$ cat src/rtl/smfd_pkg.sv
// Shared constants, coefficient table and saturation helper for the
// stereo mix / 9-tap FIR / decimate-by-three block. No dependencies.
package smfd_pkg;

  localparam int TAP_COUNT          = 9;
  localparam int DECIMATION_DEFAULT = 3;
  localparam int SAMPLE_W           = 16;
  localparam int COEF_W             = 13;
  localparam int ACC_W              = 32;
  localparam int COEF_SHIFT         = 14;
  localparam int ADDR_W             = $clog2(TAP_COUNT);
  localparam int PROD_W             = SAMPLE_W + COEF_W;
  localparam int SHIFTED_W          = ACC_W - COEF_SHIFT;

  typedef logic signed [SAMPLE_W-1:0] sample_t;
  typedef logic signed [COEF_W-1:0]   coef_t;
  typedef logic signed [ACC_W-1:0]    acc_t;
  typedef logic [ADDR_W-1:0]          addr_t;

  // Low-pass coefficients, oldest tap first
  function automatic coef_t coef_lookup(input addr_t idx);
    coef_t c;
    begin
      unique case (idx)
        4'd0:    c = 13'sd512;
        4'd1:    c = 13'sd1024;
        4'd2:    c = 13'sd2048;
        4'd3:    c = 13'sd3072;
        4'd4:    c = 13'sd3584;
        4'd5:    c = 13'sd3072;
        4'd6:    c = 13'sd2048;
        4'd7:    c = 13'sd1024;
        4'd8:    c = 13'sd512;
        default: c = '0;
      endcase
      return c;
    end
  endfunction

  // Floor shift by COEF_SHIFT, then clamp to the signed sample range
  function automatic sample_t shift_saturate(input acc_t acc);
    logic signed [SHIFTED_W-1:0] shifted;
    sample_t                     res;
    begin
      shifted = acc[ACC_W-1:COEF_SHIFT];
      if (shifted > SHIFTED_W'(32767))
        res = sample_t'(16'h7FFF);
      else if (shifted < -SHIFTED_W'(32768))
        res = sample_t'(16'h8000);
      else
        res = shifted[SAMPLE_W-1:0];
      return res;
    end
  endfunction

endpackage

$ cat src/rtl/stereo_mix_fir_decimate_by_three.sv
// Stereo-to-mono mixer with a 9-tap low-pass FIR and decimation.
// Depends on smfd_pkg (constants, coefficient table, saturation).
//
//  channel  | handshake            | payload
//  ---------+----------------------+--------------------------------
//  input    | in_valid / in_ready  | left_sample, right_sample (s16)
//  output   | out_valid / out_ready| filtered_sample (s16)
//
// A request that does not complete a decimation period is taken while idle. Every
// DECIMATION-th request starts a 9-read pass over the history memory through one
// shared multiplier; the result is loaded in the finish state, and no request is
// taken until then. rst (synchronous) clears the valid bits, pointers and counters;
// unwritten history reads as zero. A stalled output only holds the block once a
// new result is ready and the register is occupied.
module stereo_mix_fir_decimate_by_three #(
  parameter int DECIMATION = smfd_pkg::DECIMATION_DEFAULT
) (
  input  logic                  clk,
  input  logic                  rst,
  input  logic                  in_valid,
  output logic                  in_ready,
  input  smfd_pkg::sample_t     left_sample,
  input  smfd_pkg::sample_t     right_sample,
  output logic                  out_valid,
  input  logic                  out_ready,
  output smfd_pkg::sample_t     filtered_sample
);
  import smfd_pkg::*;

  localparam int PH_W = $clog2(DECIMATION + 1);

  typedef enum logic [1:0] {
    S_IDLE,
    S_RUN,
    S_DRAIN,
    S_FINISH
  } state_t;

  state_t                   state;
  addr_t                    wp;
  addr_t                    wp_next;
  logic [PH_W-1:0]          phase;
  logic [TAP_COUNT-1:0]     hist_valid;
  addr_t                    rd_ptr;
  addr_t                    tap;

  // Read and multiply pipeline
  logic                     rd_vld;
  logic                     rd_last;
  logic                     rd_ok;
  addr_t                    rd_tap;
  sample_t                  rd_data;
  logic                     prod_vld;
  logic                     prod_last;
  logic signed [PROD_W-1:0] prod;
  acc_t                     acc;

  sample_t                  mem [TAP_COUNT];

  logic                     accept;
  logic                     emit;
  logic signed [SAMPLE_W:0] mix_sum;
  logic signed [SAMPLE_W:0] mix_adj;
  sample_t                  mono;
  sample_t                  tap_sample;

  assign in_ready = (state == S_IDLE);
  assign accept   = in_valid && in_ready;
  assign emit     = (phase == PH_W'(DECIMATION - 1));

  // Mix to mono, truncating toward zero
  assign mix_sum = {left_sample[SAMPLE_W-1], left_sample}
                 + {right_sample[SAMPLE_W-1], right_sample};
  assign mix_adj = mix_sum + {{SAMPLE_W{1'b0}}, mix_sum[SAMPLE_W]};
  assign mono    = mix_adj[SAMPLE_W:1];

  assign wp_next = (wp == ADDR_W'(TAP_COUNT - 1)) ? '0 : wp + 1'b1;

  // Never-written history entries read as zero
  assign tap_sample = rd_ok ? rd_data : '0;

  // History memory: one write, one registered read per cycle
  always_ff @(posedge clk) begin
    if (accept) begin
      mem[wp] <= mono;
    end
    if (state == S_RUN) begin
      rd_data <= mem[rd_ptr];
    end
  end

  // Control, MAC pipeline and output register
  always_ff @(posedge clk) begin
    if (rst) begin
      state      <= S_IDLE;
      wp         <= '0;
      phase      <= '0;
      hist_valid <= '0;
      rd_ptr     <= '0;
      tap        <= '0;
      rd_vld     <= 1'b0;
      rd_last    <= 1'b0;
      prod_vld   <= 1'b0;
      prod_last  <= 1'b0;
      out_valid  <= 1'b0;
    end else begin
      // the finish state reloads the register itself
      if (out_valid && out_ready && (state != S_FINISH)) begin
        out_valid <= 1'b0;
      end

      // Read stage bookkeeping
      rd_vld  <= (state == S_RUN);
      rd_last <= (state == S_RUN) && (tap == ADDR_W'(TAP_COUNT - 1));
      rd_tap  <= tap;
      rd_ok   <= hist_valid[rd_ptr];

      // Multiply stage
      prod_vld  <= rd_vld;
      prod_last <= rd_last;
      prod      <= tap_sample * coef_lookup(rd_tap);

      // Accumulate stage
      if (prod_vld) begin
        acc <= acc + ACC_W'(prod);
      end

      unique case (state)
        S_IDLE: begin
          if (accept) begin
            hist_valid[wp] <= 1'b1;
            wp             <= wp_next;
            if (emit) begin
              phase  <= '0;
              rd_ptr <= wp_next;
              tap    <= '0;
              acc    <= '0;
              state  <= S_RUN;
            end else begin
              phase <= phase + 1'b1;
            end
          end
        end
        S_RUN: begin
          rd_ptr <= (rd_ptr == ADDR_W'(TAP_COUNT - 1)) ? '0 : rd_ptr + 1'b1;
          tap    <= tap + 1'b1;
          if (tap == ADDR_W'(TAP_COUNT - 1)) begin
            state <= S_DRAIN;
          end
        end
        S_DRAIN: begin
          if (prod_vld && prod_last) begin
            state <= S_FINISH;
          end
        end
        S_FINISH: begin
          if (!out_valid || out_ready) begin
            out_valid       <= 1'b1;
            filtered_sample <= shift_saturate(acc);
            state           <= S_IDLE;
          end
        end
        default: state <= S_IDLE;
      endcase
    end
  end

endmodule
$ cat config.mk
export PLATFORM = sky130hd
export DESIGN_NAME = stereo_mix_fir_decimate_by_three
export DESIGN_NICKNAME = d
export VERILOG_FILES = /design/src/rtl/smfd_pkg.sv /design/src/rtl/stereo_mix_fir_decimate_by_three.sv
export SDC_FILE = /design/constraint.sdc
export NUM_CORES = 1
export LEC_CHECK = 0
export BUFFER_PORTS_ARGS = -buffer_cell sky130_fd_sc_hd__buf_2
export CAP_MARGIN = 20
export CORE_ASPECT_RATIO = 2
export CORE_MARGIN = 2
export CORE_UTILIZATION = 55
export CTS_CLUSTER_DIAMETER = 60
export DETAILED_ROUTE_END_ITERATION = 6
export GPL_ROUTABILITY_DRIVEN = 0
export PLACE_DENSITY = 0.76
export SLEW_MARGIN = 20
export SYNTH_ARGS = -nofsm -noshare
export SYNTH_HDL_FRONTEND = slang
export SYNTH_SLANG_ARGS = --single-unit
$ cat constraint.sdc
create_clock -name clk -period 5 [get_ports clk]
set_input_delay 0.25 -clock clk [delete_from_list [all_inputs] [get_ports clk]]
set_output_delay 0.25 -clock clk [all_outputs]
set_load 0.02 [all_outputs]
======== Word-level counts from Yosys, hierarchy flattened ========
Memories as Yosys holds them, arrays and structs flattened. A register that Yosys moved wholly into a read port is not among the register bits.
Index checks and enable logic that the tools add are counted.
storage, ports and cells
  register bits ........................... 112
  output and inout bits ................... 18
  word-level logic and storage cells ...... 92
  input port bits ......................... 36
  ROM bits ................................ 48
  bits in writable memories ............... 144
  memories kept ........................... 2
cells by class
  add/subtract/negate cells ............... 7
  multiply operators ...................... 1
  eq/ne operators ......................... 13
  magnitude comparators ................... 5
  bitwise logic cells ..................... 2
  reduce and logical (&&, ||, !) cells .... 14
  muxes and demuxes ....................... 32
memories
  memory            words  width  rd ports  clocked after Yosys merged registers in  wr ports  line                                    RTL
  mem               9      16     1         1                                        1         stereo_mix_fir_decimate_by_three.sv:58  sample_t mem [TAP_COUNT];
  (name not given)  16     3      1         1                                        0         smfd_pkg.sv:24                          unique case (idx)
operators with widths
  cell                                                                             count
  32-bit 2-to-1 mux                                                                4
  32-bit by 29-bit adder with 32-bit output                                        1
  16-bit 2-to-1 mux                                                                2
  16-bit by 13-bit multiplier with 29-bit output                                   1
  4-bit 2-to-1 mux                                                                 7
  18-bit by 16-bit > comparator with 1-bit output (second input constant)          1
  18-bit by 16-bit less-than comparator with 1-bit output (second input constant)  1
  16-bit by 16-bit adder with 17-bit output                                        1
  17-bit by 1-bit adder with 17-bit output                                         1
  4-bit one-hot mux with 2 select lines                                            2
  13-bit 2-to-1 mux                                                                1
  4-bit by 1-bit adder with 4-bit output (second input constant)                   3
  4-bit == test (second input constant)                                            3
  2-bit 2-to-1 mux                                                                 6
  4-bit by 5-bit less-than comparator with 1-bit output (second input constant)    2
  9-bit bitwise OR                                                                 1
  2-bit one-hot mux with 4 select lines                                            1
  1-bit 2-to-1 mux                                                                 7
  2-bit == test (second input constant)                                            3
  1-bit logical AND                                                                6
  2-bit by 1-bit inequality test with 1-bit output (second input constant)         3
  2-bit inequality test (second input constant)                                    3
  3-bit AND reduction                                                              2
  5-bit AND reduction                                                              1
  other kinds (11)                                                                 11

======== Depth between registers and ports, before layout ========
Gate-level depths: netlist of the first run.
  depth after elaboration ................. 5
  depth in mapped cells ................... 21
  gate-level depth less buffers ........... 20

======== Worst setup path before layout of the first run ========
No wires, ideal clock.
  kind .................................... register to register
  from .................................... register rd_ok
  to ...................................... register prod[26] (data pin)
  library setup time ...................... 0.258 ns
  data required time ...................... 4.742 ns
  data arrival time ....................... 4.146 ns
  cell stages (with the launch flop) ...... 20
  period minus slack after synthesis ...... 4.404 ns
  path buffers ............................ 1
  setup slack ............................. 0.596 ns
  cells stage by stage .................... edfxtp_1 > clkbuf_1 > and3_1 > ha_1 > fa_1 > ha_1 > ha_1 > ha_1 > ha_1 > inv_1 > fa_1 > inv_1 > a21oi_1 > o21ai_0 > a21oi_1 > o21bai_1 > a21o_1 > a41oi_1 > nor2b_1 > xnor2_1
on the way
  word-level cells in the longest chain between the ends .. 2
ends and longest elaborated chain
  element                                         line                                     RTL
  start: declaration                              stereo_mix_fir_decimate_by_three.sv:50   logic rd_ok;
  start signal: assignment                        stereo_mix_fir_decimate_by_three.sv:116  rd_ok <= hist_valid[rd_ptr];
  16-bit 2-to-1 mux                               stereo_mix_fir_decimate_by_three.sv:80   assign tap_sample = rd_ok ? rd_data : '0;
  16-bit by 13-bit multiplier with 29-bit output  stereo_mix_fir_decimate_by_three.sv:121  prod <= tap_sample * coef_lookup(rd_tap);
  end signal: assignment                          stereo_mix_fir_decimate_by_three.sv:121
  end: declaration                                stereo_mix_fir_decimate_by_three.sv:55   logic signed [PROD_W-1:0] prod;
Every way passes these cells.
A chain may end at the register's enable or synchronous reset.

======== Final worst setup path of the first run ========
Same ends and word-level chain as after synthesis.

==> impl_metrics.env, run 1 <==
export IMPL_synth_area_per_cell_um2=12.17
export IMPL_cts_htree_levels=1
export IMPL_wire_per_inst_um=17.50
export IMPL_yosysSeqAreaShare_pct=51.25
export IMPL_grt_overflow=0
export IMPL_clkLatencyLatePin_ns=0.52
export IMPL_cts_buffer_depth=3
export IMPL_grt_first_pass_wirelength_mm=44.65
export IMPL_synthArstFlopShare_pct=0
export IMPL_first_pass_iters=4
export IMPL_ys_types=72
export IMPL_holdWs_ns=0.04246
export IMPL_drtIter0Drc=394
export IMPL_cts_buffers=23
export IMPL_crit_fanout=10
export IMPL_dp_slack_ns=0.1775
export IMPL_utilization_pct=61.31
export IMPL_clock_sinks=257
export IMPL_ys_ff_latch=257
export IMPL_avgViaCountPerCell=5.842
export IMPL_fmax_ghz=0.2150
export IMPL_p_leak_nw=6.357
export IMPL_setup_viol=0
export IMPL_irDropWorstVdd_uv=248.2
export IMPL_rsz0062_at_grt="false"
export IMPL_die_y_um=233.0
export IMPL_fp_coreArea_um2=25750
export IMPL_dp_hpwl_mm=19.73
export IMPL_slew_headroom_pct=26.83
export IMPL_die_x_um=118.5
export IMPL_tightestPinTransition_ns=1.098
export IMPL_setup_worst_path_class="reg2reg"
export IMPL_rows=83
export IMPL_cap_violations=0
export IMPL_numPortBuffers=53
export IMPL_place_area_um2=15050
export IMPL_syn_inst=1184
export IMPL_outcome="finished, final reports clean"
export IMPL_tritoncts="yes"
export IMPL_fin_ws_ns=0.3492
export IMPL_ant_nets=0
export IMPL_placedCellCount=1544
export IMPL_wl_mm=27.77
export IMPL_dieArea_um2=27600
export IMPL_start_kind="flop"
export IMPL_powerDensity_nw_per_um2=370.2
export IMPL_multi_input_comb_area_um2=6633
export IMPL_drive_above_1_share_pct=12.51
export IMPL_holdBufCountCts=0
export IMPL_setup_worst_path_end_class="flop"
export IMPL_hold_path_class="in2reg"
export IMPL_fin_nets=1418
export IMPL_regArea_um2=7391
export IMPL_synth_flop_cell="edfxtp_1"
export IMPL_hold_viol=0
export IMPL_n_antenna_cell=0
export IMPL_n_fill_cell=2098
export IMPL_min_period_ns=4.651
export IMPL_area_delta_synth_final_pct=9.548
export IMPL_cts_root_buf="clkbuf_16"
export IMPL_grt_max_degree=56
export IMPL_syn_cell_area_um2=14420
export IMPL_syn_nets=1371
export IMPL_critPathRequiredTime_ns=5.27
export IMPL_tns_ns=0
export IMPL_vias=9272
export IMPL_grt_pass1_vias=9422
export IMPL_cp_arrival_ns=4.93
export IMPL_synth_edff_count=224
export IMPL_io_pins=54
export IMPL_finalPower_mw=5.847
export IMPL_clock_skew_ns=0.008341
export IMPL_postLayoutCellArea_um2=15790
export IMPL_ys_warnings_count=0
export IMPL_finalCritPeriodShare_pct=93.02
export IMPL_finalNonFillerCells=1587
export IMPL_slew_viol_final=0
export IMPL_start_util_pct=55.97
export IMPL_post_route_drc_count=0
export IMPL_antenna_found_initial=0
export IMPL_clkSlewWorstSetupHoldPaths_ns=0.07
export IMPL_grt_total_usage_pct=20.19
## flip-flops by register name, summed over array words and instances (netlist names), 2 cells and up, named ones only
name and count:
filtered_sample 16, tap 4, state 2, wp 4, prod 20, rd_ptr 4
hist_valid 9, rd_data 16, phase 2, acc 23, rd_tap 4, mem 144
## synthesized netlist by cell type (18+ instances only)
master | count | area (um^2)
edfxtp_1 | 224 | 6726
ha_1 | 133 | 1664
nor2_1 | 109 | 409.1
nand2_1 | 79 | 296.5
a21oi_1 | 64 | 320.3
inv_1 | 61 | 229.0
and3_1 | 56 | 350.3
xnor2_1 | 40 | 350.3
mux2i_1 | 39 | 390.4
clkbuf_1 | 38 | 142.6
o21ai_0 | 37 | 185.2
mux4_2 | 34 | 765.7
dfxtp_1 | 33 | 660.6
xor2_1 | 19 | 166.4
fa_1 | 18 | 360.4
o21a_1 | 18 | 135.1
## what timing repair did
| item | 4_1_cts | 5_1_grt |
|---|---|---|
| setup endpoints to repair | 0 | 2 |
| gates resized for setup | 0 | 3 |
| buffers inserted | 0 | 2 |
## layer usage
layer | global-route usage (%) | part of all wire (%)
met4 | 8.371 | 3.3
met5 | 0 | 0
met2 | 42.61 | 59
met3 | 2.010 | 3.2
met1 | 19.00 | 34
## worst paths after layout
kind,start,to,slack [ns],cells after the start
max reg2reg,rd_ok,prod[26],0.35,21
max,rd_ok,prod[26],0.35,21
min reg2reg,rd_last,prod_last,0.44,1
min,out_ready,out_valid,0.04,4
## cell families after synthesis
group / after synthesis / synth area share (%)
AND/OR/NAND/NOR: 340 / 11.62
flip-flops: 257 / 51.25
AO/OA/AOI/OAI: 191 / 8.315
adder cells (fa/ha/maj): 151 / 14.04
buffers and inverters: 109 / 2.856
multiplexers: 77 / 8.333
XOR/XNOR: 59 / 3.585
## area by class of cell
class                           instances  share of cell area (%)
Clock buffer                           25                   3.692
Clock inverter                         16                  0.8953
Inverter                               62                   1.474
Multi-Input combinational cell        818                   42.00
Sequential cell                       257                   46.80
Tap cell                              340                   2.694
Timing Repair Buffer                   69                   2.440
## placed cells by master (no fill, tap or decap), types with 23 or more instances in the layout
master,synthesis,layout
xnor2_1,40,40
dfxtp_1,33,30
mux4_2,34,34
a21oi_1,64,64
o21ai_0,37,36
edfxtp_1,224,224
nand2_1,79,79
inv_1,61,61
mux2i_1,39,39
and3_1,56,56
nor2_1,109,109
buf_2,2,53
ha_1,133,133
clkbuf_16,0,23
## critical path: stages (launching register included)
cell and delay [ns]:
edfxtp_1 0.50, buf_4 0.20, and3_1 0.15, ha_1 0.28
inv_1 0.06, fa_1 0.53, inv_1 0.05, ha_1 0.20
ha_1 0.18, ha_1 0.28, ha_1 0.18, inv_1 0.06
fa_1 0.41, inv_1 0.07, a21oi_1 0.06, o21ai_1 0.19
a21oi_1 0.10, o21bai_1 0.22, a21o_1 0.20, a41oi_1 0.17
nor2b_1 0.19, xnor2_1 0.12
## power by group
part / internal, mW / switching (mW) / leakage, nW
logic: 0.584 / 0.790 / 3.66
registers: 2.62 / 0.124 / 2.35
clock network: 0.952 / 0.774 / 0.348
(Power assumes the default switching activity.)
==> inputs of run 2 (changes only) <==
==> constraint.sdc (replaced) <==
create_clock -name clk -period 5 [get_ports clk]
set_input_delay 1.25 -clock clk [delete_from_list [all_inputs] [get_ports clk]]
set_output_delay 1.25 -clock clk [all_outputs]
set_load 0.02 [all_outputs]
==> run 2 against run 1 <==
Net effect:
- routed wire length shrank 1.2%
- first-iteration DRC count grew 38%
- hold slack gained 0.41 ns
- sequential cell count is the same
- worst setup slack lost 0.0034 ns
- total power shrank 2.4%
- clock power shrank 8%
- non-clock buffer count grew 8
- critical path depth shrank 3
- die area is the same
- largest power group unchanged
==> impl_metrics.env, run 2 (synthesized netlist as in run 1, its figures left out) <==
export IMPL_dp_hpwl_mm=19.81
export IMPL_crit_fanout=7
export IMPL_first_pass_iters=4
export IMPL_p_leak_nw=6.364
export IMPL_cts_buffers=21
export IMPL_slew_headroom_pct=25.59
export IMPL_outcome="finished, final reports clean"
export IMPL_grt_first_pass_wirelength_mm=45.00
export IMPL_avgViaCountPerCell=5.779
export IMPL_power_frac_seq_pct=48.1
export IMPL_start_kind="flop"
export IMPL_fin_nets=1424
export IMPL_wl_mm=27.44
export IMPL_p_int_mw=4.050
export IMPL_setup_viol=0
export IMPL_n_antenna_cell=0
export IMPL_cp_arrival_ns=4.92
export IMPL_grt_max_degree=49
export IMPL_slew_viol_final=0
export IMPL_ant_nets=0
export IMPL_critPathRequiredTime_ns=5.27
export IMPL_post_route_drc_count=0
export IMPL_powerDensity_nw_per_um2=361.9
export IMPL_area_delta_synth_final_pct=9.374
export IMPL_cts_htree_levels=1
export IMPL_met3_length_um=805
export IMPL_finalCritPeriodShare_pct=93.08
export IMPL_tritoncts="yes"
export IMPL_irDropWorstVdd_uv=201.3
export IMPL_p_sw_share_pct=29.02
export IMPL_numPortBuffers=53
export IMPL_wire_per_inst_um=17.25
export IMPL_tightestPinTransition_ns=1.116
export IMPL_fmax_ghz=0.2149
export IMPL_io_pins=54
export IMPL_wl_met1_mm=9.611
export IMPL_dr_max_layer_used="met4"
export IMPL_clock_skew_ns=0.01128
export IMPL_final_cell_mix="224 x edfxtp_1, 133 x ha_1, 109 x nor2_1"
export IMPL_holdWs_ns=0.4502
export IMPL_start_util_pct=55.97
export IMPL_largest_reg_flops=144
export IMPL_cts_buffer_depth=3
export IMPL_fp_coreArea_um2=25750
export IMPL_clkLatencyLatePin_ns=0.51
export IMPL_vias=9194
export IMPL_setup_worst_path_end_class="flop"
export IMPL_dieArea_um2=27600
export IMPL_min_period_ns=4.654
export IMPL_drive_above_1_share_pct=13.11
export IMPL_rsz0062_at_grt="false"
export IMPL_drtIter0Drc=544
export IMPL_final_common_cell="edfxtp_1"
export IMPL_hold_path_class="reg2reg"
export IMPL_grt_total_usage_pct=20.29
export IMPL_rows=83
export IMPL_tns_ns=0
export IMPL_power_switching_mw=1.656
export IMPL_comb_power_share_pct=24.1
export IMPL_largestRegisters="mem x144, acc x23, prod x20"
export IMPL_antenna_found_initial=0
export IMPL_grt_overflow=0
export IMPL_die_x_um=118.5
export IMPL_clock_sinks=257
export IMPL_power_frac_clock_pct=27.8
export IMPL_grt_pass1_vias=9540
export IMPL_cts_root_buf="clkbuf_16"
export IMPL_top_register="mem"
export IMPL_setup_worst_path_class="reg2reg"
export IMPL_cap_violations=0
export IMPL_n_fill_cell=2078
export IMPL_hold_viol=0
export IMPL_met2_length_mm=15.99
export IMPL_clkSlewWorstSetupHoldPaths_ns=0.07
export IMPL_die_y_um=233.0
[run 2: cell count changes in the layout (fill, tap and decap cells not counted), moves of 2 or more]
cell / previous run / this run
clkinv_1: 7 / 2
buf_4: 16 / 23
clkinv_4: 0 / 2
clkbuf_16: 23 / 21
clkinv_2: 3 / 5
[run 2: final timing paths]
path	startpoint	end	slack (ns)	cells past startpoint
max	rd_ok	prod[26]	0.35	18
max reg2reg	rd_ok	prod[26]	0.35	18
min reg2reg	rd_vld	prod_vld	0.45	1
min	rd_vld	prod_vld	0.45	1
[run 2: stage by stage]
step / setup slack [ns] / utilization, % / instances / total power, mW / instance area [um^2]
after CTS: 0.2367 / 61.13 / 1588 / 5.756 / 15740
after detailed placement: 0.2651 / 58.64 / 1551 / 4.165 / 15100
final: 0.3458 / 61.22 / 1591 / 5.706 / 15770
after global placement: 0.3272 / 58.63 / 1551 / 4.111 / 15100
after floorplan: 0.5962 / - / 1184 / 3.812 / 14420
after global routing: 0.03407 / 61.22 / 1591 / 6.026 / 15770
[run 2: layer usage]
layer / vias up / track usage (%)
met4: 0 / 8.668
met1: 4471 / 19.05
met3: 64 / 1.863
met5: - / 0
li1: 4476 / -
met2: 183 / 42.86
[run 2: critical path, stage by stage (launching register included)]
cell	delay (ns)
edfxtp_1	0.47
clkbuf_2	0.18
and3_1	0.15
ha_1	0.31
fa_1	0.48
ha_1	0.31
ha_1	0.30
ha_1	0.30
inv_1	0.06
fa_1	0.45
inv_1	0.08
a21oi_1	0.06
o21ai_0	0.24
a21oi_1	0.11
o21bai_1	0.22
a21o_1	0.22
a41oi_1	0.16
nor2b_1	0.17
xnor2_1	0.12
[run 2: cell type report]
| cell class | count | area [um^2] | area share, % |
|---|---|---|---|
| timing repair buffer | 77 | 442.9 | 2.809 |
| clock buffer | 24 | 536.8 | 3.404 |
| sequential | 257 | 7391 | 46.88 |
| multi-input combinational | 818 | 6633 | 42.07 |
| inverter | 62 | 232.7 | 1.476 |
| tap | 340 | 425.4 | 2.698 |
| clock inverter | 13 | 105.1 | 0.6666 |
[run 2: timing repair]
| action | in CTS | in global routing |
|---|---|---|
| gates resized for setup | 0 | 2 |
| hold buffers | 0 | 0 |
| setup buffers | 0 | 3 |
| setup endpoints to repair | 0 | 2 |
[run 2: power by group through the flow]
stage	clock, mW	combinational [mW]	sequential [mW]
after floorplan	0	1.09	2.72
after global placement	0	1.33	2.78
after detailed placement	0	1.37	2.80
after CTS	1.62	1.38	2.75
after global routing	1.70	1.55	2.77
final	1.59	1.37	2.75
